`src/hw/rtl/box_mipmap_chain_assert.svh`:
```
// Assertion macros shared by the mip chain RTL.
// Needs clk and arst_n in the scope of use.
`ifndef BOX_MIPMAP_CHAIN_ASSERT_SVH
`define BOX_MIPMAP_CHAIN_ASSERT_SVH

// same-cycle implication
`define MMC_ASSERT_IMP(lbl, ante, cons) \
	lbl: assert property (@(posedge clk) disable iff (!arst_n) (ante) |-> (cons)) \
		else $error("mip chain assertion failed");

// next-cycle implication
`define MMC_ASSERT_NXT(lbl, ante, cons) \
	lbl: assert property (@(posedge clk) disable iff (!arst_n) (ante) |=> (cons)) \
		else $error("mip chain assertion failed");

`endif

```
`src/hw/rtl/mmc_fifo.sv`:
```
// Small register queue, used between front and back and at the result side.
// No dependencies.
`timescale 1ns / 1ps
module mmc_fifo #(
	parameter int W     = 32,
	parameter int DEPTH = 4
) (
	input  logic         clk,
	input  logic         arst_n,
	input  logic         push,
	input  logic [W-1:0] wdata,
	output logic         full,
	input  logic         pop,
	output logic [W-1:0] rdata,
	output logic         empty
);
	localparam int PW = (DEPTH > 1) ? $clog2(DEPTH) : 1;

	logic [W-1:0]  mem_q [DEPTH];
	logic [PW-1:0] wp_q, rp_q;
	logic [PW:0]   cnt_q;
	logic          do_push, do_pop;

	assign full    = (cnt_q == (PW+1)'(DEPTH));
	assign empty   = (cnt_q == '0);
	assign do_push = push && !full;
	assign do_pop  = pop && !empty;
	assign rdata   = mem_q[rp_q];

	always_ff @(posedge clk or negedge arst_n) begin
		if (!arst_n) begin
			wp_q  <= '0;
			rp_q  <= '0;
			cnt_q <= '0;
		end else begin
			if (do_push) wp_q <= (wp_q == PW'(DEPTH-1)) ? '0 : wp_q + 1'b1;
			if (do_pop) rp_q <= (rp_q == PW'(DEPTH-1)) ? '0 : rp_q + 1'b1;
			if (do_push && !do_pop) cnt_q <= cnt_q + 1'b1;
			else if (do_pop && !do_push) cnt_q <= cnt_q - 1'b1;
		end
	end

	always_ff @(posedge clk) begin
		if (do_push) mem_q[wp_q] <= wdata;
	end
endmodule

```
`config.mk`:
```
export PLATFORM = sky130hd
export DESIGN_NAME = mmc_fifo
export DESIGN_NICKNAME = d
export VERILOG_FILES = /design/src/hw/rtl/box_mipmap_chain_assert.svh /design/src/hw/rtl/mmc_fifo.sv
export SDC_FILE = /design/constraint.sdc
export NUM_CORES = 1
export LEC_CHECK = 0
export ABC_CLOCK_PERIOD_IN_PS = 2800
export BUFFER_PORTS_ARGS = -buffer_cell sky130_fd_sc_hd__buf_2
export CORE_ASPECT_RATIO = 1.4
export CORE_MARGIN = 4
export CORE_UTILIZATION = 55
export DETAILED_ROUTE_END_ITERATION = 6
export GPL_ROUTABILITY_DRIVEN = 0
export PLACE_DENSITY = 0.77
export SLEW_MARGIN = 20
export SYNTH_ARGS = -nofsm -noshare
export SYNTH_HDL_FRONTEND = slang
export SYNTH_SLANG_ARGS = --single-unit
```
`constraint.sdc`:
```
create_clock -name clk -period 2.8 [get_ports clk]
set_clock_uncertainty 0.2 [all_clocks]
set_input_delay 0.42 -clock clk [delete_from_list [all_inputs] [get_ports clk]]
set_output_delay 0.42 -clock clk [all_outputs]
set_load 0.005 [all_outputs]
```
==> results of run 1 <==
## power by group through the flow
stage | Clock [uW] | Sequential (uW) | Combinational [uW]
2_1_floorplan | 0 | 2820 | 1150
3_3_place_gp | 0 | 2930 | 1690
3_5_place_dp | 0 | 2970 | 1710
4_1_cts | 2160 | 2930 | 1730
5_1_grt | 2270 | 2960 | 1840
6_report | 2130 | 2920 | 1670
## metrics by stage
step           std cells  hold WS [ns]  power, uW
2_1_floorplan        205       -0.0756       3970
3_3_place_gp         378        0.0598       4620
3_5_place_dp         378        0.0648       4670
4_1_cts              410       0.00602       6820
5_1_grt              410       0.00866       7080
6_report             410        0.0181       6720
## what timing repair did
item,in CTS,in global routing
hold buffers,1,0
resized for setup,0,0
endpoints found under the hold margin,7,0
## layer usage
metal / up-vias / share of wire / GRT usage / routed length [um]
met4: 0 / 0.014 / 0.0810 / 125
met5: - / 0 / 0 / 0
li1: 1035 / - / - / -
met3: 8 / 0.052 / 0.0584 / 455
met2: 70 / 0.55 / 0.296 / 4780
met1: 1176 / 0.38 / 0.224 / 3330
## state kept, by name, summed over array words and instances (netlist names)
| name | cells |
|---|---|
| mem_q | 128 |
| cnt_q | 3 |
| rp_q | 2 |
| wp_q | 2 |
## critical path, delay by kind of cell (launching register included)
kind | cells | cell delay (ns)
buffers and inverters | 1 | 0.15
flip-flops | 1 | 0.93
multiplexers | 1 | 0.45
## how the worst max path moves through the flow
stage,endpoint,slack (ns),cells past startpoint
finish,rdata[21],0.22,2
global route,rdata[21],0.13,2
CTS,rdata[21],0.16,2
detailed placement,cnt_q[2]$_DFFE_PN0P_,0.49,7
global placement,cnt_q[2]$_DFFE_PN0P_,0.61,7
floorplan,mem_q[0][0]$_DFFE_PP_,0.56,4
## final cells by class
class                           instances  area, sq um  area share
Clock buffer                           20          437      0.0707
Clock inverter                         11          133      0.0215
Inverter                                3         11.3     0.00182
Multi-Input combinational cell         58          981       0.159
Sequential cell                       135         4020       0.651
Tap cell                              107          134      0.0217
Timing Repair Buffer                   76          463      0.0749
## logic make-up (layout without fill, tap and decap cells)
group,count (synthesis),after routing
flops,135,135
mux,36,36
buf+inv,12,110
simple gates,10,10
fa+ha+maj,7,7
xor+xnor,3,3
compound gates,2,2
## cells in the mapped netlist, drive strengths merged
cell type,n
xor2,2
dfrtp,7
nor3b,1
o31ai,1
nor2,2
ha,6
xnor2,1
buf,7
mux4,32
nor2b,1
fa,1
clkbuf,2
a21o,1
inv,3
nor3,2
edfxtp,128
and2,4
mux2,4
==> reports/qor.yml, run 1 <==
status:
  outcome: "finished clean"
timing:
  fin_crit_sh: 0.921
  setup-violations-final: 0
  fin_tns_setup_ns: 0
  hold_violations: 0
  rsz0062_at_grt: "false"
  setup_ws_ns: 0.222
  worst_pin_slew_ns: 0.871
  period_minus_slack_ns: 2.58
  slew_viol_final: 0
  slew_headroom: 0.419
  max_freq_ghz: 0.388
placement:
  port-buffer-count: 69
  postPlaceCellArea_sq_um: 5600
  dp_slack_ns: 0.487
  hpwl_um: 5090
global_route:
  antenna_found_initial: 0
  grt_usage: 0.183
  grt_pass1_wl_um: 13500
  grt_max_degree: 36
  grt_overflow_total: 0
  grt_pass1_vias: 2422
finish:
  layout_commonest_cell: "edfxtp_1"
  fillCellCount: 553
  syn_to_final_growth_pct: 22.2
  layout-drive-gt1-share: 0.475
  final_cell_mix: "128 x edfxtp_1, 69 x buf_2, 32 x mux4_2"
  postLayoutCellArea_sq_um: 6180
  nets: 334
  final_core_util: 0.688
  diodes: 0
pwr:
  p_sw_frac: 0.259
  irDropWorstVdd_mv: 0.724
  clkPwrFrac: 0.316
  power_density_nw_per_um2: 1090
  p_switching_uw: 1740
  power.leakage_uw: 0.00219
  p_int_uw: 4980
  combPwrFrac: 0.248
  seqPwrFrac: 0.435
synth:
  syn_area_sq_um: 5060
  synth_fp_nets: 248
  synth_compound_area_frac: 0.00396
  synthAdderAreaFrac: 0.0188
  synthMuxAreaShare: 0.153
  yosys.area_share.xor_xnor: 0.00520
  netlist_top_cells_area: "edfxtp_1 76%, mux4_2 14%, dfrtp_1 3.5%, ha_1 1.5%, mux2_4 0.59%"
  yosys.area_share.simple: 0.0121
  synth_top_area_frac: 0.760
  synth_top_family_by_area: "multiplexers"
  yosys.area.top_type: "edfxtp_1"
  ys_seq_area_frac: 0.795
  synthesis.instances: 205
  avgSynthCellArea_sq_um: 24.7
  ys_ff_latch: 135
  yosys_warnings: 0
  synth_cell_type_count: 20
clock_network:
  ctsLongestPathBuffers: 2
  clkSinkCount: 135
  h-tree-depth: 4
  ctsRootBufferMaster: "clkbuf_16"
  cts_tree: "yes"
  path_clk_slew_ns: 0.06
  cts-buffers-inserted: 17
  post_cts_buffers: 0
  clk_latency_ns: 0.41
setup_path:
  cp-start-kind: "flip-flop"
  critPathArrivalTime_ns: 1.96
  r2r_slack_ns: 0.50
  rr_startpoint: "cnt_q[0]$_DFFE_PN0P_"
  reg2regPathDepth: 7
  cpPeakStageDelay_ns: 0.93
  cp_max_fo: 34
  crit_type: "flip-flop to primary output"
  cp-end-kind: "primary output"
  startpoint: "rp_q[1]$_DFFE_PN0P_"
  required_ns: 2.18
  crit_path_top_delay_cell: "dfrtp_2"
  crit_chain: "mux4_2 -> buf_2"
  r2r-end: "cnt_q[2]$_DFFE_PN0P_"
route:
  viasPerCell: 5.58
  drt-initial-drc-count: 145
  route.detailed.drc: 0
  ant_nets: 0
  dr_total_vias: 2289
  dr.pass1.iters: 4
  wl_per_cell_um: 21.2
  wl_um: 8690
worst_hold_path:
  min_from: "wdata[5]"
  hold_depth: 1
  min_path_type: "input pin to flip-flop"
  hold_path_end: "mem_q[3][5]$_DFFE_PP_"
run:
  drv_cap: 0
floorplan:
  die_area_sq_um: 10800
  dieWidth_um: 89.0
  start_util: 0.563
  fp-row-count: 41
  ioPinCount: 70
  design.core.area_sq_um: 8980
  dieHeight_um: 121
(Power assumes the default switching activity.)
==> run 2, diff against run 1 <==
RECOVER_POWER = 50   (was default)
==> run 2 against run 1 <==
- count of clock-buffer cells in the layout stayed put
- sequential cell count stayed put
- first-iteration DRC count is 20% higher
- sequential share of layout area is 0.59 points higher
- critical path depth stayed put
- via count is 0.13% lower
- total power is 0.39% lower
- cell area is 0.89% lower
- register-to-register slack worse by 0.14 ns
- combinational power hardly changed
- critical endpoint unchanged
- sequential power hardly changed
==> reports/qor.yml, run 2 (synthesis gave the netlist of run 1 again) <==
global_route:
  grt_max_degree: 36  # unchanged
  grt_usage: 0.183  # unchanged
  grt_pass1_wl_um: 13500  # unchanged
  antenna_found_initial: 0  # unchanged
  grt_pass1_vias: 2422  # unchanged
  grt_overflow_total: 0  # unchanged
setup_path:
  cp_max_fo: 34  # unchanged
  crit_chain: "mux4_2 -> buf_2"  # unchanged
  critPathArrivalTime_ns: 1.96  # about the same
  cpPeakStageDelay_ns: 0.93  # about the same
  r2r_slack_ns: 0.36  # was 0.50 ns
  required_ns: 2.18  # about the same
  cp-start-kind: "flip-flop"  # unchanged
  crit_type: "flip-flop to primary output"  # unchanged
  rr_startpoint: "cnt_q[2]$_DFFE_PN0P_"  # was cnt_q[0]$_DFFE_PN0P_
  reg2regPathDepth: 5  # was 7
  crit_path_top_delay_cell: "dfrtp_2"  # unchanged
  r2r-end: "mem_q[1][12]$_DFFE_PP_"  # was cnt_q[2]$_DFFE_PN0P_
  cp-end-kind: "primary output"  # unchanged
pwr:
  combPwrFrac: 0.247  # was 0.248
  p_sw_frac: 0.258  # was 0.259
  power_density_nw_per_um2: 1090  # about the same
  p_switching_uw: 1730  # was 1740 uW
  clkPwrFrac: 0.317  # was 0.316
  irDropWorstVdd_mv: 0.724  # about the same
  seqPwrFrac: 0.437  # was 0.435
  power.leakage_uw: 0.00208  # was 0.00219 uW
  p_int_uw: 4960  # was 4980 uW
route:
  wl_um: 8620  # was 8690 um
  route.detailed.drc: 0  # unchanged
  dr.pass1.iters: 4  # unchanged
  ant_nets: 0  # unchanged
  viasPerCell: 5.58  # about the same
  drt-initial-drc-count: 174  # was 145
  wl_per_cell_um: 21.0  # was 21.2 um
  dr_total_vias: 2286  # was 2289
floorplan:
  fp-row-count: 41  # unchanged
  die_area_sq_um: 10800  # unchanged
  design.core.area_sq_um: 8980  # unchanged
  ioPinCount: 70  # unchanged
  dieHeight_um: 121  # unchanged
  dieWidth_um: 89.0  # unchanged
  start_util: 0.563  # unchanged
timing:
  hold_violations: 0  # unchanged
  worst_pin_slew_ns: 0.870  # was 0.871 ns
  setup-violations-final: 0  # unchanged
  fin_tns_setup_ns: 0  # unchanged
  fin_crit_sh: 0.922  # was 0.921
  period_minus_slack_ns: 2.58  # about the same
  rsz0062_at_grt: "false"  # unchanged
  slew_viol_final: 0  # unchanged
  max_freq_ghz: 0.387  # was 0.388 GHz
  slew_headroom: 0.420  # was 0.419
clock_network:
  ctsRootBufferMaster: "clkbuf_16"  # unchanged
  h-tree-depth: 4  # unchanged
  clkSinkCount: 135  # unchanged
  clk_latency_ns: 0.42  # was 0.41 ns
  ctsLongestPathBuffers: 2  # unchanged
  path_clk_slew_ns: 0.06  # about the same
  cts_tree: "yes"  # unchanged
  cts-buffers-inserted: 17  # unchanged
worst_hold_path:
  min_from: "wdata[5]"  # unchanged
  hold_depth: 1  # unchanged
  hold_path_end: "mem_q[3][5]$_DFFE_PP_"  # unchanged
  min_path_type: "input pin to flip-flop"  # unchanged
finish:
  diodes: 0  # unchanged
  final_cell_mix: "128 x edfxtp_1, 39 x clkbuf_1, 34 x buf_2"  # was 128 x edfxtp_1, 69 x buf_2, 32 x mux4_2
  regArea_sq_um: 4020  # unchanged
  layout_commonest_cell: "edfxtp_1"  # unchanged
  largest_register_ffs: 128  # unchanged
  layout-drive-gt1-share: 0.347  # was 0.475
  syn_to_final_growth_pct: 21.1  # was 22.2%
  largestRegisters: "mem_q: 128 flops, cnt_q: 3 flops"  # unchanged
  multiInputGateArea_sq_um: 973  # was 981 sq um
  final_cells: 410  # unchanged
  regMostFlops: "mem_q"  # unchanged
  fillCellCount: 573  # was 553
  nets: 334  # unchanged
placement:
  port-buffer-count: 69  # unchanged
  hpwl_um: 5090  # unchanged
  dp_cells: 378  # unchanged
status:
  outcome: "finished clean"  # unchanged
run:
  drv_cap: 0  # unchanged
## run 2: changes by cell type in the layout (fill, tap and decap cells not counted)
cell	delta
and2_0	+1
clkbuf_1	+36
buf_4	-1
nor3b_2	-1
and2_1	+1
buf_2	-35
nor3b_1	+1
and2_2	-2
## run 2: repair_timing
| item | 4_1_cts | 5_1_grt |
|---|---|---|
| resized for setup | 0 | 0 |
| hold buffers | 1 | 0 |
| buffers inserted | 0 | 0 |
| hold endpoints to repair | 7 | 0 |
## run 2: metal layers
layer / GRT usage / vias to the layer above / routed length (um)
met3: 0.0584 / 6 / 493
met5: 0 / - / 0
met1: 0.224 / 1174 / 3310
met4: 0.0810 / 0 / 103
li1: - / 1033 / -
met2: 0.296 / 73 / 4720
## run 2: per-stage QoR
step,hold slack [ns],area (sq um),util,worst slack [ns],power [uW]
floorplan,-0.0756,5060,-,0.559,3970
global placement,0.0598,5600,0.624,0.615,4620
detailed placement,0.0648,5600,0.624,0.487,4670
CTS,0.00602,6180,0.688,0.162,6820
global route,0.0624,6120,0.682,0.134,7060
finish,0.0562,6120,0.682,0.217,6690
## run 2: critical path, delay by kind of cell (launching register included)
family,cells,cell delay [ns]
buffers and inverters,1,0.15
muxes,1,0.45
DFF,1,0.93
## run 2: worst max-delay path by stage
| stage | start | to | slack, ns | cells after the start |
|---|---|---|---|---|
| finish | rp_q[1]$_DFFE_PN0P_ | rdata[21] | 0.22 | 2 |
| global route | rp_q[1]$_DFFE_PN0P_ | rdata[21] | 0.13 | 2 |
| CTS | rp_q[1]$_DFFE_PN0P_ | rdata[21] | 0.16 | 2 |
| detailed placement | cnt_q[0]$_DFFE_PN0P_ | cnt_q[2]$_DFFE_PN0P_ | 0.49 | 7 |
| global placement | cnt_q[0]$_DFFE_PN0P_ | cnt_q[2]$_DFFE_PN0P_ | 0.61 | 7 |
| floorplan | cnt_q[2]$_DFFE_PN0P_ | mem_q[0][0]$_DFFE_PP_ | 0.56 | 4 |
## run 2: power by group through the flow
stage	clock network, uW	registers (uW)	logic [uW]
5_1_grt	2270	2960	1830
2_1_floorplan	0	2820	1150
6_report	2120	2920	1650
3_3_place_gp	0	2930	1690
3_5_place_dp	0	2970	1710
4_1_cts	2160	2930	1730
## run 2: cell type report
class | instances | share of cell area
Timing Repair Buffer | 76 | 0.0678
Multi-Input combinational cell | 58 | 0.159
Clock inverter | 11 | 0.0217
Inverter | 3 | 0.00184
Tap cell | 107 | 0.0219
Clock buffer | 20 | 0.0713
Sequential cell | 135 | 0.657
